### config.mk
export PLATFORM = sky130hd
export DESIGN_NAME = keyed_row_transposition_core
export DESIGN_NICKNAME = d
export VERILOG_FILES = /design/src/sv/krt_pkg.sv /design/src/sv/krt_ram.sv /design/src/sv/keyed_row_transposition_core.sv
export SDC_FILE = /design/constraint.sdc
export NUM_CORES = 1
export LEC_CHECK = 0
export BUFFER_PORTS_ARGS = -buffer_cell sky130_fd_sc_hd__buf_2
export CAP_MARGIN = 30
export CORE_ASPECT_RATIO = 0.6
export CORE_MARGIN = 1
export CORE_UTILIZATION = 50
export CTS_CLUSTER_DIAMETER = 80
export CTS_CLUSTER_SIZE = 8
export DETAILED_ROUTE_END_ITERATION = 10
export HOLD_SLACK_MARGIN = 0.02
export MAX_ROUTING_LAYER = met4
export PLACE_DENSITY = 0.78
export SLEW_MARGIN = 0
export SYNTH_ARGS = -nofsm -noshare
export SYNTH_HDL_FRONTEND = slang
export SYNTH_SLANG_ARGS = --single-unit
### constraint.sdc
create_clock -name clk -period 12.8 [get_ports clk]
set_input_delay 1.28 -clock clk [delete_from_list [all_inputs] [get_ports clk]]
set_output_delay 1.28 -clock clk [all_outputs]
set_load 0.005 [all_outputs]
### src/sv/krt_pkg.sv
package krt_pkg;

    // Field and register widths fixed by the interface
    localparam int CHAR_W     = 8;
    localparam int KEY_LEN_W  = 5;
    localparam int CFG_DATA_W = 64;
    localparam int CFG_IDX_W  = 2;
    localparam int LETTER_W   = 8;

    // Configuration register indexes
    typedef enum logic [CFG_IDX_W-1:0] {
        CFG_MODE      = 2'd0,
        CFG_KEY_LEN   = 2'd1,
        CFG_KEY_LOW   = 2'd2,
        CFG_KEY_HIGH  = 2'd3
    } cfg_index_t;

    // Operating mode
    localparam logic MODE_ENCODE = 1'b0;
    localparam logic MODE_DECODE = 1'b1;

endpackage

### src/sv/krt_ram.sv
module krt_ram #(
    parameter int WIDTH = 8,
    parameter int DEPTH = 16,
    localparam int AW = (DEPTH > 1) ? $clog2(DEPTH) : 1
) (
    input  logic             clk,
    input  logic             we,
    input  logic [AW-1:0]    waddr,
    input  logic [WIDTH-1:0] wdata,
    input  logic             re,
    input  logic [AW-1:0]    raddr,
    output logic [WIDTH-1:0] rdata
);

    logic [WIDTH-1:0] mem [DEPTH];
    logic [WIDTH-1:0] rdata_reg;

    // Write port and registered read port; read data holds until the next read
    always_ff @(posedge clk)
    begin
        if (we)
        begin
            mem[waddr] <= wdata;
        end
        if (re)
        begin
            rdata_reg <= mem[raddr];
        end
    end

    assign rdata = rdata_reg;

endmodule

### src/sv/keyed_row_transposition_core.sv
// Keyed row transposition: bytes fill a row of key-length slots, then the row
// is sent out in key-rank order (encode) or back in key order (decode).
// Throughput: one byte a cycle while a row fills; input then holds while the row drains.
// Bytes pass through the registered reads of the rank, map and row memories.
// Reset, and every configuration write, starts a rank pass over the key columns with no byte taken.
module keyed_row_transposition_core
    import krt_pkg::*;
#(
    parameter int KEY_MAX = 16
) (
    input  logic                  clk,
    input  logic                  rst_n,
    // Input stream
    input  logic                  s_axis_tvalid,
    output logic                  s_axis_tready,
    input  logic [CHAR_W-1:0]     s_axis_tdata,   // [7:0] in_char
    input  logic                  s_axis_tlast,   // in_last
    // Output stream
    output logic                  m_axis_tvalid,
    input  logic                  m_axis_tready,
    output logic [CHAR_W-1:0]     m_axis_tdata,   // [7:0] out_char
    output logic                  m_axis_tlast,   // out_last
    // Configuration write port
    input  logic                  cfg_we,
    input  logic [CFG_IDX_W-1:0]  cfg_index,
    input  logic [CFG_DATA_W-1:0] cfg_data
);

    localparam int IDX_W = (KEY_MAX > 1) ? $clog2(KEY_MAX) : 1;
    localparam int CNT_W = $clog2(KEY_MAX + 1);

    // Sequencer states
    localparam logic [2:0] S_RANK  = 3'd0;
    localparam logic [2:0] S_IDLE  = 3'd1;
    localparam logic [2:0] S_SW_A  = 3'd2;
    localparam logic [2:0] S_SW_B  = 3'd3;
    localparam logic [2:0] S_ENC_C = 3'd4;
    localparam logic [2:0] S_DEC_A = 3'd5;
    localparam logic [2:0] S_DEC_B = 3'd6;
    localparam logic [2:0] S_DEC_C = 3'd7;

    // Configuration registers
    logic                  mode_reg, mode_next;
    logic [KEY_LEN_W-1:0]  key_length_reg, key_length_next;
    logic [CFG_DATA_W-1:0] key_low_reg, key_low_next;
    logic [CFG_DATA_W-1:0] key_high_reg, key_high_next;

    // Control registers
    logic [2:0]       state_reg, state_next;
    logic [IDX_W-1:0] rj_reg, rj_next;
    logic [CNT_W-1:0] fill_reg, fill_next;
    logic [CNT_W-1:0] n_reg, n_next;
    logic             last_reg, last_next;
    logic [IDX_W-1:0] r_reg, r_next;
    logic [IDX_W-1:0] c_reg, c_next;
    logic [IDX_W-1:0] j_reg, j_next;

    // Output register
    logic              out_valid_reg, out_valid_next;
    logic [CHAR_W-1:0] out_char_reg, out_char_next;
    logic              out_last_reg, out_last_next;

    // Memory ports
    logic             inv_we, inv_re;
    logic [IDX_W-1:0] inv_waddr, inv_wdata, inv_raddr, inv_rdata;
    logic              row_we, row_re;
    logic [IDX_W-1:0]  row_waddr, row_raddr;
    logic [CHAR_W-1:0] row_rdata;
    logic             map_we, map_re;
    logic [IDX_W-1:0] map_waddr, map_wdata, map_raddr, map_rdata;

    logic [CNT_W-1:0]    k_len;
    logic [2*CFG_DATA_W-1:0] key_bytes;
    logic [LETTER_W-1:0] letter [KEY_MAX];
    logic [LETTER_W-1:0] cur_letter;
    logic [CNT_W-1:0]    rank_sum;
    logic                out_free;
    logic                s_accept;
    logic                r_at_end;

    // Inverse rank table: column for each rank
    krt_ram #(.WIDTH(IDX_W), .DEPTH(KEY_MAX)) u_inv_ram (
        .clk   (clk),
        .we    (inv_we),
        .waddr (inv_waddr),
        .wdata (inv_wdata),
        .re    (inv_re),
        .raddr (inv_raddr),
        .rdata (inv_rdata)
    );

    // Row store
    krt_ram #(.WIDTH(CHAR_W), .DEPTH(KEY_MAX)) u_row_ram (
        .clk   (clk),
        .we    (row_we),
        .waddr (row_waddr),
        .wdata (s_axis_tdata),
        .re    (row_re),
        .raddr (row_raddr),
        .rdata (row_rdata)
    );

    // Decode map: row slot for each key position of a row
    krt_ram #(.WIDTH(IDX_W), .DEPTH(KEY_MAX)) u_map_ram (
        .clk   (clk),
        .we    (map_we),
        .waddr (map_waddr),
        .wdata (map_wdata),
        .re    (map_re),
        .raddr (map_raddr),
        .rdata (map_rdata)
    );

    // Clamp the key length into one to KEY_MAX
    always_comb
    begin
        priority if (key_length_reg == '0)
        begin
            k_len = CNT_W'(1);
        end
        else if (key_length_reg > KEY_LEN_W'(KEY_MAX))
        begin
            k_len = CNT_W'(KEY_MAX);
        end
        else
        begin
            k_len = CNT_W'(key_length_reg);
        end
    end

    // Split the key registers into letters
    assign key_bytes = {key_high_reg, key_low_reg};

    always_comb
    begin
        for (int i = 0; i < KEY_MAX; i++)
        begin
            letter[i] = key_bytes[LETTER_W*i +: LETTER_W];
        end
    end

    assign cur_letter = letter[rj_reg];

    // Stable rank of the current column: smaller letters plus earlier equal ones
    always_comb
    begin
        rank_sum = '0;
        for (int i = 0; i < KEY_MAX; i++)
        begin
            if ((CNT_W'(i) < k_len) &&
                ((letter[i] < cur_letter) ||
                 ((letter[i] == cur_letter) && (IDX_W'(i) < rj_reg))))
            begin
                rank_sum = rank_sum + CNT_W'(1);
            end
        end
    end

    assign out_free      = !out_valid_reg || m_axis_tready;
    assign s_axis_tready = (state_reg == S_IDLE);
    assign s_accept      = s_axis_tvalid && s_axis_tready;
    assign r_at_end      = (CNT_W'(r_reg) + CNT_W'(1)) == k_len;

    // Sequencer
    always_comb
    begin
        mode_next       = mode_reg;
        key_length_next = key_length_reg;
        key_low_next    = key_low_reg;
        key_high_next   = key_high_reg;
        state_next      = state_reg;
        rj_next         = rj_reg;
        fill_next       = fill_reg;
        n_next          = n_reg;
        last_next       = last_reg;
        r_next          = r_reg;
        c_next          = c_reg;
        j_next          = j_reg;
        out_valid_next  = out_valid_reg && !m_axis_tready;
        out_char_next   = out_char_reg;
        out_last_next   = out_last_reg;

        inv_we    = 1'b0;
        inv_waddr = rank_sum[IDX_W-1:0];
        inv_wdata = rj_reg;
        inv_re    = 1'b0;
        inv_raddr = r_reg;
        row_we    = 1'b0;
        row_waddr = fill_reg[IDX_W-1:0];
        row_re    = 1'b0;
        row_raddr = inv_rdata;
        map_we    = 1'b0;
        map_waddr = inv_rdata;
        map_wdata = c_reg;
        map_re    = 1'b0;
        map_raddr = j_reg;

        unique case (state_reg)
            S_RANK:
            begin
                // Store the column under its rank, one column a cycle
                inv_we = 1'b1;
                if ((CNT_W'(rj_reg) + CNT_W'(1)) == k_len)
                begin
                    state_next = S_IDLE;
                end
                else
                begin
                    rj_next = rj_reg + IDX_W'(1);
                end
            end

            S_IDLE:
            begin
                // Take a byte into the row; a full row or the last byte closes it
                if (s_accept)
                begin
                    row_we = 1'b1;
                    if (((fill_reg + CNT_W'(1)) == k_len) || s_axis_tlast)
                    begin
                        n_next     = fill_reg + CNT_W'(1);
                        last_next  = s_axis_tlast;
                        fill_next  = '0;
                        r_next     = '0;
                        c_next     = '0;
                        j_next     = '0;
                        state_next = S_SW_A;
                    end
                    else
                    begin
                        fill_next = fill_reg + CNT_W'(1);
                    end
                end
            end

            S_SW_A:
            begin
                // Look up the column of this rank
                inv_re     = 1'b1;
                state_next = S_SW_B;
            end

            S_SW_B:
            begin
                if (CNT_W'(inv_rdata) < n_reg)
                begin
                    if (mode_reg == MODE_ENCODE)
                    begin
                        row_re     = 1'b1;
                        state_next = S_ENC_C;
                    end
                    else
                    begin
                        // Record the relative rank of this key position
                        map_we = 1'b1;
                        c_next = c_reg + IDX_W'(1);
                        if (r_at_end)
                        begin
                            state_next = S_DEC_A;
                        end
                        else
                        begin
                            r_next     = r_reg + IDX_W'(1);
                            state_next = S_SW_A;
                        end
                    end
                end
                else
                begin
                    // Drop columns the short row does not reach
                    if (r_at_end)
                    begin
                        state_next = (mode_reg == MODE_ENCODE) ? S_IDLE : S_DEC_A;
                    end
                    else
                    begin
                        r_next     = r_reg + IDX_W'(1);
                        state_next = S_SW_A;
                    end
                end
            end

            S_ENC_C:
            begin
                // Hand the byte to the output register once it is free
                if (out_free)
                begin
                    out_valid_next = 1'b1;
                    out_char_next  = row_rdata;
                    out_last_next  = last_reg &&
                                     ((CNT_W'(c_reg) + CNT_W'(1)) == n_reg);
                    c_next         = c_reg + IDX_W'(1);
                    if (r_at_end)
                    begin
                        state_next = S_IDLE;
                    end
                    else
                    begin
                        r_next     = r_reg + IDX_W'(1);
                        state_next = S_SW_A;
                    end
                end
            end

            S_DEC_A:
            begin
                map_re     = 1'b1;
                state_next = S_DEC_B;
            end

            S_DEC_B:
            begin
                row_re     = 1'b1;
                row_raddr  = map_rdata;
                state_next = S_DEC_C;
            end

            S_DEC_C:
            begin
                if (out_free)
                begin
                    out_valid_next = 1'b1;
                    out_char_next  = row_rdata;
                    out_last_next  = last_reg &&
                                     ((CNT_W'(j_reg) + CNT_W'(1)) == n_reg);
                    if ((CNT_W'(j_reg) + CNT_W'(1)) == n_reg)
                    begin
                        state_next = S_IDLE;
                    end
                    else
                    begin
                        j_next     = j_reg + IDX_W'(1);
                        state_next = S_DEC_A;
                    end
                end
            end
        endcase

        // A register write reloads the ranks and drops a partial row
        if (cfg_we)
        begin
            unique case (cfg_index_t'(cfg_index))
                CFG_MODE:     mode_next       = cfg_data[0];
                CFG_KEY_LEN:  key_length_next = cfg_data[KEY_LEN_W-1:0];
                CFG_KEY_LOW:  key_low_next    = cfg_data;
                CFG_KEY_HIGH: key_high_next   = cfg_data;
            endcase
            state_next = S_RANK;
            rj_next    = '0;
            fill_next  = '0;
        end
    end

    // Control and configuration registers
    always_ff @(posedge clk or negedge rst_n)
    begin
        if (!rst_n)
        begin
            mode_reg       <= MODE_ENCODE;
            key_length_reg <= KEY_LEN_W'(1);
            key_low_reg    <= '0;
            key_high_reg   <= '0;
            state_reg      <= S_RANK;
            rj_reg         <= '0;
            fill_reg       <= '0;
            n_reg          <= '0;
            last_reg       <= 1'b0;
            r_reg          <= '0;
            c_reg          <= '0;
            j_reg          <= '0;
            out_valid_reg  <= 1'b0;
        end
        else
        begin
            mode_reg       <= mode_next;
            key_length_reg <= key_length_next;
            key_low_reg    <= key_low_next;
            key_high_reg   <= key_high_next;
            state_reg      <= state_next;
            rj_reg         <= rj_next;
            fill_reg       <= fill_next;
            n_reg          <= n_next;
            last_reg       <= last_next;
            r_reg          <= r_next;
            c_reg          <= c_next;
            j_reg          <= j_next;
            out_valid_reg  <= out_valid_next;
        end
    end

    // Output payload
    always_ff @(posedge clk)
    begin
        out_char_reg <= out_char_next;
        out_last_reg <= out_last_next;
    end

    assign m_axis_tvalid = out_valid_reg;
    assign m_axis_tdata  = out_char_reg;
    assign m_axis_tlast  = out_last_reg;

    // A partial row never reaches the key length while waiting for bytes
    assert property (@(posedge clk) disable iff (!rst_n)
        (state_reg == S_IDLE) |-> (fill_reg < k_len))
        else $error("row fill reached key length while idle");

    // A closed row is never empty nor longer than the key
    assert property (@(posedge clk) disable iff (!rst_n)
        (state_reg == S_SW_A) |-> ((n_reg != '0) && (n_reg <= k_len)))
        else $error("row length out of range during sweep");

    // Encode never sends more bytes than the row holds
    assert property (@(posedge clk) disable iff (!rst_n)
        (state_reg == S_ENC_C) |-> (CNT_W'(c_reg) < n_reg))
        else $error("encode sweep sent more bytes than the row holds");

endmodule

==> summary.txt, run 1 <==
Outcome
  • Run status: completed

Floorplanning
  • Die area: 48100 um^2
  • Die height: 170 um
  • Die X: 283 um
  • # IOs: 91
  • Initial Util: 0.508
  • Cell row count: 61
  • Core area: 46500 um^2

Setup path
  • Crit path DAT: 12700 ps
  • R2r setup slk: 410 ps
  • Data required time of the worst path: 13100 ps
  • CP Capture Type: register
  • FF-to-FF Start: inv_wdata[0]
  • Crit-path slowest cell: mux4_2
  • CP Class: reg -> reg
  • Reg2Reg Capture Point: u_inv_ram.mem[12][0]
  • Critical Path Start Type: register
  • Top cell by count, worst path: ha_1
  • Worst Reg-to-Reg Cells: 51
  • Crit Path Max Fanout: 14
  • Crit path largest cell delay: 540 ps

STA
  • Pins over their slew limit: 0
  • Worst slew pin tran: 1210 ps
  • Fmax: 80.7 MHz
  • Final hold vios: 0
  • Relative slew slack: 0.194
  • Min cycle time layout: 12390 ps
  • Worst hold margin: 425 ps
  • Setup-failing EPs final: 0
  • PnR worst setup slack: 407 ps
  • Worst Clk Skew: 54.1 ps
  • Period utilization: 0.968

GRT
  • First-pass GRT wire length: 92.7 mm
  • Vias in the first global route: 15500
  • Grt ovf: 0
  • Antenna violations before repair: 6
  • Tot GR Track Use: 0.267
  • Largest net degree at the start of global routing: 67

Clocking
  • CTS tree: built
  • Hold-fix buffers at CTS: 0
  • Worst-path clk slew: 50 ps
  • Clk root buf: clkbuf_16
  • CTS Buf Count: 61
  • H-tree depth: 2
  • CTS Buffer Depth: 3
  • Clock latency on the worst-skew pair: 640 ps
  • Sink Count: 446

Placed design
  • GPL Wtd Cong: 0.947
  • Pre-CTS WS: 54.5 ps
  • DP HPWL: 45.2 mm
  • Cell Area, Placed: 25000 um^2
  • Buffers on Ports: 90

Min path
  • Hold depth: 0
  • Hold_sp: u_row_ram.rdata[6]
  • Hold Path End: m_axis_tdata[6]
  • Worst hold path type: reg -> reg

Logic synthesis
  • Sequential fraction of the synthesis area: 0.532
  • YS warnings: 0
  • Post-synthesis cell type count: 83
  • Synthesized area: 23600 um^2
  • Cells after Synth: 1709
  • Syn Area/Cell: 13.8 um^2
  • Synth Flop Type: edfxtp_1
  • FF+latch count, synth: 446
  • Syn_nets: 1943
  • Number of enable flip-flop cells after synthesis: 281
  • Asr flop ratio synth: 0.370

Routing
  • Total Wirelength: 62.1 mm
  • Drt wl/cell: 24.4 um
  • Vias per std cell: 6.23
  • Post-route DRC: 0
  • First-pass DRT Iterations: 6
  • Post-DRT Antenna Nets: 0
  • Vias: 15800
  • Initial DRC Count: 1928

Layout
  • Fraction of layout cells with a size suffix above 1: 0.275
  • Cell area after layout: 27100 um^2
  • Seq. cell area: 12600 um^2
  • Max reg flops: 128
  • Fill cell count: 3538
  • Top reg by flops: u_row_ram.mem
  • Multi-input gate area: 10800 um^2
  • Area Overhead vs Synth: 15.0%
  • Net count, final: 2096

Run
  • Max-cap violations: 0
[area by class of cell]
type / instances / area share
Sequential cell: 446 / 0.463
Tap cell: 630 / 0.0290
Timing Repair Buffer: 158 / 0.0383
Clock buffer: 103 / 0.0620
Antenna cell: 6 / 0.000553
Inverter: 52 / 0.00719
Clock inverter: 3 / 0.00332
Multi-Input combinational cell: 1143 / 0.396
[cell families (layout without fill, tap and decap cells)]
| logic type | count (synthesis) | after routing | share of synthesized area |
|---|---|---|---|
| mux | 275 | 275 | 0.177 |
| fa+ha+maj | 154 | 154 | 0.0816 |
| flops | 446 | 446 | 0.532 |
| buf+inv | 120 | 316 | 0.0196 |
| compound gates | 263 | 263 | 0.0739 |
| other cells | 0 | 6 | 0 |
| simple gates | 382 | 382 | 0.0830 |
| xor+xnor | 69 | 69 | 0.0324 |
[worst max path at each step]
| stage | cells past startpoint | slack, ps | endpoint | startpoint |
|---|---|---|---|---|
| after detailed placement | 50 | 50 | u_inv_ram.mem[12][1] | inv_wdata[1] |
| after global routing | 51 | -50 | u_inv_ram.mem[12][1] | inv_wdata[0] |
| final | 51 | 410 | u_inv_ram.mem[12][0] | inv_wdata[0] |
| after floorplan | 52 | 3 | u_inv_ram.mem[12][0] | inv_wdata[0] |
| after CTS | 53 | 50 | u_inv_ram.mem[4][1] | inv_wdata[0] |
| after global placement | 49 | 410 | u_inv_ram.mem[12][2] | inv_wdata[1] |
[metrics by stage]
| stage | utilization | TNS, ps | cells |
|---|---|---|---|
| 3_3_place_gp | 0.538 | 0 | 2405 |
| 6_report | 0.584 | 0 | 2541 |
| 5_1_grt | 0.584 | -613 | 2541 |
| 2_1_floorplan | - | 0 | 1709 |
| 4_1_cts | 0.576 | 0 | 2513 |
| 3_5_place_dp | 0.538 | 0 | 2407 |
[timing repair]
| item | CTS | global route |
|---|---|---|
| cloned | 0 | 1 |
| setup endpoints to repair | 4 | 64 |
| gates resized for setup | 2 | 33 |
| buffers inserted | 0 | 20 |
| pin swaps | 0 | 5 |
[routing by layer]
layer	track usage	vias up	share of wire
met5	-	-	0
met4	0.0635	0	0.016
met3	0.0702	84	0.12
met2	0.353	798	0.42
met1	0.405	8040	0.45
li1	-	6921	-
[worst max-delay path: cells and delay by family (launching register included)]
kind,cells,cell delay [ps]
AOI/OAI and AO/OA,16,2880
adders and majority gates,15,4220
buffers and inverters,5,590
DFF,1,420
muxes,8,2800
and+or+nand+nor,7,1170
[cells in the final DEF (no fill, tap or decap), types with 12 or more instances in the layout]
master | netlist | routed
mux4_2 | 100 | 100
buf_4 | 2 | 62
inv_1 | 52 | 49
ha_1 | 154 | 152
a21oi_1 | 63 | 62
o211ai_1 | 12 | 12
xnor2_1 | 42 | 42
buf_2 | 3 | 89
nand4_1 | 30 | 30
a21o_1 | 18 | 18
edfxtp_1 | 281 | 281
and2_1 | 16 | 16
mux2_2 | 142 | 141
o21a_1 | 14 | 14
nand2_1 | 83 | 83
a211oi_1 | 18 | 17
nor3_1 | 23 | 22
xor2_1 | 15 | 13
clkbuf_1 | 51 | 42
nor2b_1 | 31 | 30
clkbuf_16 | 0 | 62
mux2i_1 | 33 | 29
nor2_1 | 92 | 80
nand2b_1 | 22 | 22
nand3_1 | 27 | 26
o21ai_0 | 59 | 58
dfrtp_1 | 164 | 162
[cells in the mapped netlist, types with 18 or more instances]
library cell    n  area, um^2
nor3_1         23         115
nand4_1        30         188
a211oi_1       18         135
a21oi_1        63         315
mux2i_1        33         330
a21o_1         18         135
mux2_2        142        1600
nor2b_1        31         194
mux4_2        100        2250
edfxtp_1      281        8440
nor2_1         92         345
nand3_1        27         135
xnor2_1        42         368
clkbuf_1       51         191
inv_1          52         195
nand2b_1       22         138
ha_1          154        1930
dfrtp_1       164        4100
o21ai_0        59         295
nand2_1        83         312
Power of run 1 is not shown: default switching activity piles up to over one toggle a cycle in this logic, so the estimate is an artifact.
==> run 2, diff against run 1 <==
- ABC_AREA: default -> 1
==> run 2 against run 1 <==
Critical path depth up 14. Sequential share of layout area grew 0.45 points. Wire length is 12% higher. Setup slack improved by 210 ps. Via count grew 23%. Utilization fell by 0.77 points. First-iteration DRC count rose by 28%. Sequential cell count unchanged. Final area shrank 0.99%. Global-route usage is 2.6 points higher.
==> summary.txt, run 2 <==
Clocking
  • Sink Count: 446 (unchanged)
  • CTS Buffer Depth: 3 (unchanged)
  • CTS tree: built (unchanged)
  • H-tree depth: 2 (unchanged)
  • Clock latency on the worst-skew pair: 640 ps (about the same)
  • CTS Buf Count: 61 (unchanged)
  • Clk root buf: clkbuf_16 (unchanged)
  • Worst-path clk slew: 60 ps (was 50 ps)
  • Post-CTS Setup Inserts: 0 (unchanged)

Power and ir drop
  • Switching share of total power: 0.472
  • Power Density: 290 nW/um^2
  • Pint: 4.11 mW
  • Comb power frac: 0.549
  • Clk pwr share: 0.194
  • Sequential Power Share: 0.257
  • Worst vdd ir: 0.000487 V
  • Leakage: 11.5 nW
  • Net Sw Power: 3.68 mW

GRT
  • First-pass GRT wire length: 106 mm (was 92.7 mm)
  • Vias in the first global route: 18300 (was 15500)
  • Grt ovf: 0 (unchanged)
  • Antenna violations before repair: 6 (unchanged)
  • Largest net degree at the start of global routing: 99 (was 67)
  • Tot GR Track Use: 0.293 (was 0.267)

STA
  • RSZ-0062 raised after global routing: yes
  • Fmax: 82.1 MHz (was 80.7 MHz)
  • Setup-failing EPs final: 0 (unchanged)
  • Worst slew pin tran: 1180 ps (was 1210 ps)
  • Worst Clk Skew: 54.2 ps (was 54.1 ps)
  • Period utilization: 0.952 (was 0.968)
  • Relative slew slack: 0.210 (was 0.194)
  • Worst hold margin: 421 ps (was 425 ps)
  • Final hold vios: 0 (unchanged)
  • Setup TNS: 0 ps (unchanged)
  • Min cycle time layout: 12180 ps (was 12390 ps)
  • Pins over their slew limit: 0 (unchanged)

Setup path
  • Crit path DAT: 12460 ps (was 12700 ps)
  • Worst Reg-to-Reg Cells: 65 (was 51)
  • R2r setup slk: 620 ps (was 410 ps)
  • CP Capture Type: register (unchanged)
  • CP Class: reg -> reg (unchanged)
  • Crit path largest cell delay: 440 ps (was 540 ps)
  • Top cell by count, worst path: nand2_1 (was ha_1)
  • FF-to-FF Start: inv_wdata[0] (unchanged)
  • Reg2Reg Capture Point: u_inv_ram.mem[9][0] (was u_inv_ram.mem[12][0])
  • CP Buf/Inv Count: 12 (was 5)
  • Data required time of the worst path: 13080 ps (was 13100 ps)
  • Critical Path Start Type: register (unchanged)
  • Top Family by Delay on Critical Path: adder cells (unchanged)
  • Crit-path slowest cell: a221oi_2 (was mux4_2)
  • Crit Path Max Fanout: 16 (was 14)

Routing
  • Drt wl/cell: 21.0 um (was 24.4 um)
  • Initial DRC Count: 2464 (was 1928)
  • First-pass DRT Iterations: 6 (unchanged)
  • DR WL met2: 27.8 mm (was 25.8 mm)
  • Total Wirelength: 69.3 mm (was 62.1 mm)
  • Met3 Wirelength: 8.53 mm (was 7.57 mm)
  • Vias per std cell: 5.91 (was 6.23)
  • Wire length on met1: 31.6 mm (was 27.7 mm)
  • Highest metal used: met4 (unchanged)
  • Post-DRT Antenna Nets: 0 (unchanged)
  • Vias: 19500 (was 15800)
  • Post-route DRC: 0 (unchanged)

Logic synthesis
  • YS warnings: 0 (unchanged)
  • FF+latch count, synth: 446 (unchanged)
  • Syn Area/Cell: 9.40 um^2 (was 13.8 um^2)
  • Post-synthesis cell type count: 54 (was 83)
  • Top post-synthesis cells by area: edfxtp_1 35%, dfrtp_1 17%, ha_1 8.1% (was edfxtp_1 36%, dfrtp_1 17%, mux4_2 9.5%)
  • Post-synth top area share: 0.355 (was 0.357)
  • Asr flop ratio synth: 0.370 (unchanged)
  • Syn_nets: 2764 (was 1943)
  • Synth Flop Type: edfxtp_1 (unchanged)
  • Cells after Synth: 2530 (was 1709)
  • Post-synth top cells: 389 x nand2_1, 363 x o21ai_0, 314 x nor2_1, 281 x edfxtp_1, 242 x inv_1 (was 281 x edfxtp_1, 164 x dfrtp_1, 154 x ha_1, 142 x mux2_2, 100 x mux4_2)
  • Number of enable flip-flop cells after synthesis: 281 (unchanged)
  • Synthesized area: 23800 um^2 (was 23600 um^2)
  • Synth area leader: edfxtp_1 (unchanged)
  • Most frequent cell after synthesis: nand2_1 (was edfxtp_1)
  • Sequential fraction of the synthesis area: 0.528 (was 0.532)

Layout
  • Top reg by flops: u_row_ram.mem (unchanged)
  • Leading cell types in the layout, fill and taps excluded: 389 x nand2_1, 361 x o21ai_0, 304 x nor2_1 (was 281 x edfxtp_1, 162 x dfrtp_1, 152 x ha_1)
  • Most common cell after layout, fill and taps aside: nand2_1 (was edfxtp_1)
  • Fill cell count: 3849 (was 3538)
  • Net count, final: 2847 (was 2096)
  • Final cell utilization of the core: 0.576 (was 0.584)
  • Fraction of layout cells with a size suffix above 1: 0.115 (was 0.275)
  • Max reg flops: 128 (unchanged)
  • Area Overhead vs Synth: 13.0% (was 15.0%)

Floorplanning
  • Core area: 46600 um^2 (was 46500 um^2)
  • Cell row count: 61 (unchanged)
  • Die height: 171 um (was 170 um)
  • Initial Util: 0.510 (was 0.508)
  • # IOs: 91 (unchanged)
  • Die area: 48500 um^2 (was 48100 um^2)
  • Die X: 284 um (was 283 um)

Placed design
  • Buffers on Ports: 90 (unchanged)
  • GPL Wtd Cong: 1.00 (was 0.947)
  • DP HPWL: 49.7 mm (was 45.2 mm)

Min path
  • Hold_sp: u_row_ram.rdata[0] (was u_row_ram.rdata[6])
  • Hold depth: 0 (unchanged)
  • Hold Path End: m_axis_tdata[0] (was m_axis_tdata[6])
  • Worst hold path type: reg -> reg (unchanged)

Outcome
  • Run status: completed (unchanged)

Run
  • Max-cap violations: 0 (unchanged)
-- run 2: cell types whose count changed after synthesis, moves of 46 or more --
| cell | previous run | this run |
|---|---|---|
| nand3_1 | 27 | 106 |
| mux2_2 | 142 | 0 |
| o21ai_0 | 59 | 363 |
| nor2_1 | 92 | 314 |
| clkbuf_1 | 51 | 97 |
| nand2_1 | 83 | 389 |
| inv_1 | 52 | 242 |
| o22ai_1 | 4 | 57 |
| mux4_2 | 100 | 0 |
-- run 2: cell families (layout without fill, tap and decap cells) --
logic type | Yosys count | count (layout) | share of synthesized area
AO/OA/AOI/OAI | 631 | 631 | 0.154
XOR/XNOR | 21 | 21 | 0.00852
adder cells (fa/ha/maj) | 154 | 154 | 0.0810
buffers and inverters | 360 | 486 | 0.0575
flip-flops | 446 | 446 | 0.528
multiplexers | 4 | 4 | 0.00168
other | 0 | 6 | 0
AND/OR/NAND/NOR | 914 | 914 | 0.169
-- run 2: layout make-up --
cell class	count	area (um^2)	area share
diodes	6	15.0	0.000559
clock buffers	103	1690	0.0630
clock inverters	3	90.1	0.00335
inverters	259	972	0.0362
multi-input cells	1724	9980	0.371
flip-flops and latches	446	12600	0.468
well taps	630	788	0.0293
repair buffers	121	769	0.0286
-- run 2: worst max-delay path by stage --
stage | from | end | slack (ps) | depth (start not counted)
floorplan | inv_wdata[1] | u_inv_ram.mem[2][0] | 900 | 66
global placement | inv_wdata[0] | u_inv_ram.mem[8][0] | 1120 | 63
detailed placement | inv_wdata[0] | u_inv_ram.mem[7][2] | 790 | 66
CTS | inv_wdata[0] | u_inv_ram.mem[9][2] | 720 | 63
global route | inv_wdata[0] | u_inv_ram.mem[1][3] | -160 | 64
finish | inv_wdata[0] | u_inv_ram.mem[9][0] | 620 | 65
-- run 2: stage by stage --
| stage | setup slack (ps) | std cells | area (um^2) | power (mW) |
|---|---|---|---|---|
| 4_1_cts | 716 | 3285 | 26800 | 7.64 |
| 3_3_place_gp | 1120 | 3177 | 24900 | 5.97 |
| 6_report | 619 | 3292 | 26900 | 7.79 |
| 2_1_floorplan | 901 | 2530 | 23800 | 5.03 |
| 3_5_place_dp | 793 | 3179 | 25000 | 6.11 |
| 5_1_grt | -162 | 3292 | 26900 | 8.39 |
-- run 2: power by group through the flow --
stage / Clock, mW / Sequential, mW / Combinational, mW
4_1_cts: 1.53 / 2.00 / 4.12
3_3_place_gp: 0 / 2.02 / 3.95
3_5_place_dp: 0 / 2.02 / 4.09
6_report: 1.51 / 2.00 / 4.28
2_1_floorplan: 0 / 1.95 / 3.08
5_1_grt: 1.59 / 2.02 / 4.78
-- run 2: timing repair --
| action | 4_1_cts | 5_1_grt |
|---|---|---|
| hold buffers | 0 | 0 |
| gates resized for setup | 0 | 15 |
| endpoints found under the setup margin | 0 | 64 |
-- run 2: metal layers --
layer,track usage,up-vias
li1,-,8992
met1,0.435,9298
met2,0.390,1063
met3,0.0824,103
met4,0.0700,0
met5,-,-
No activity file was read; power rests on OpenSTA's default activity.
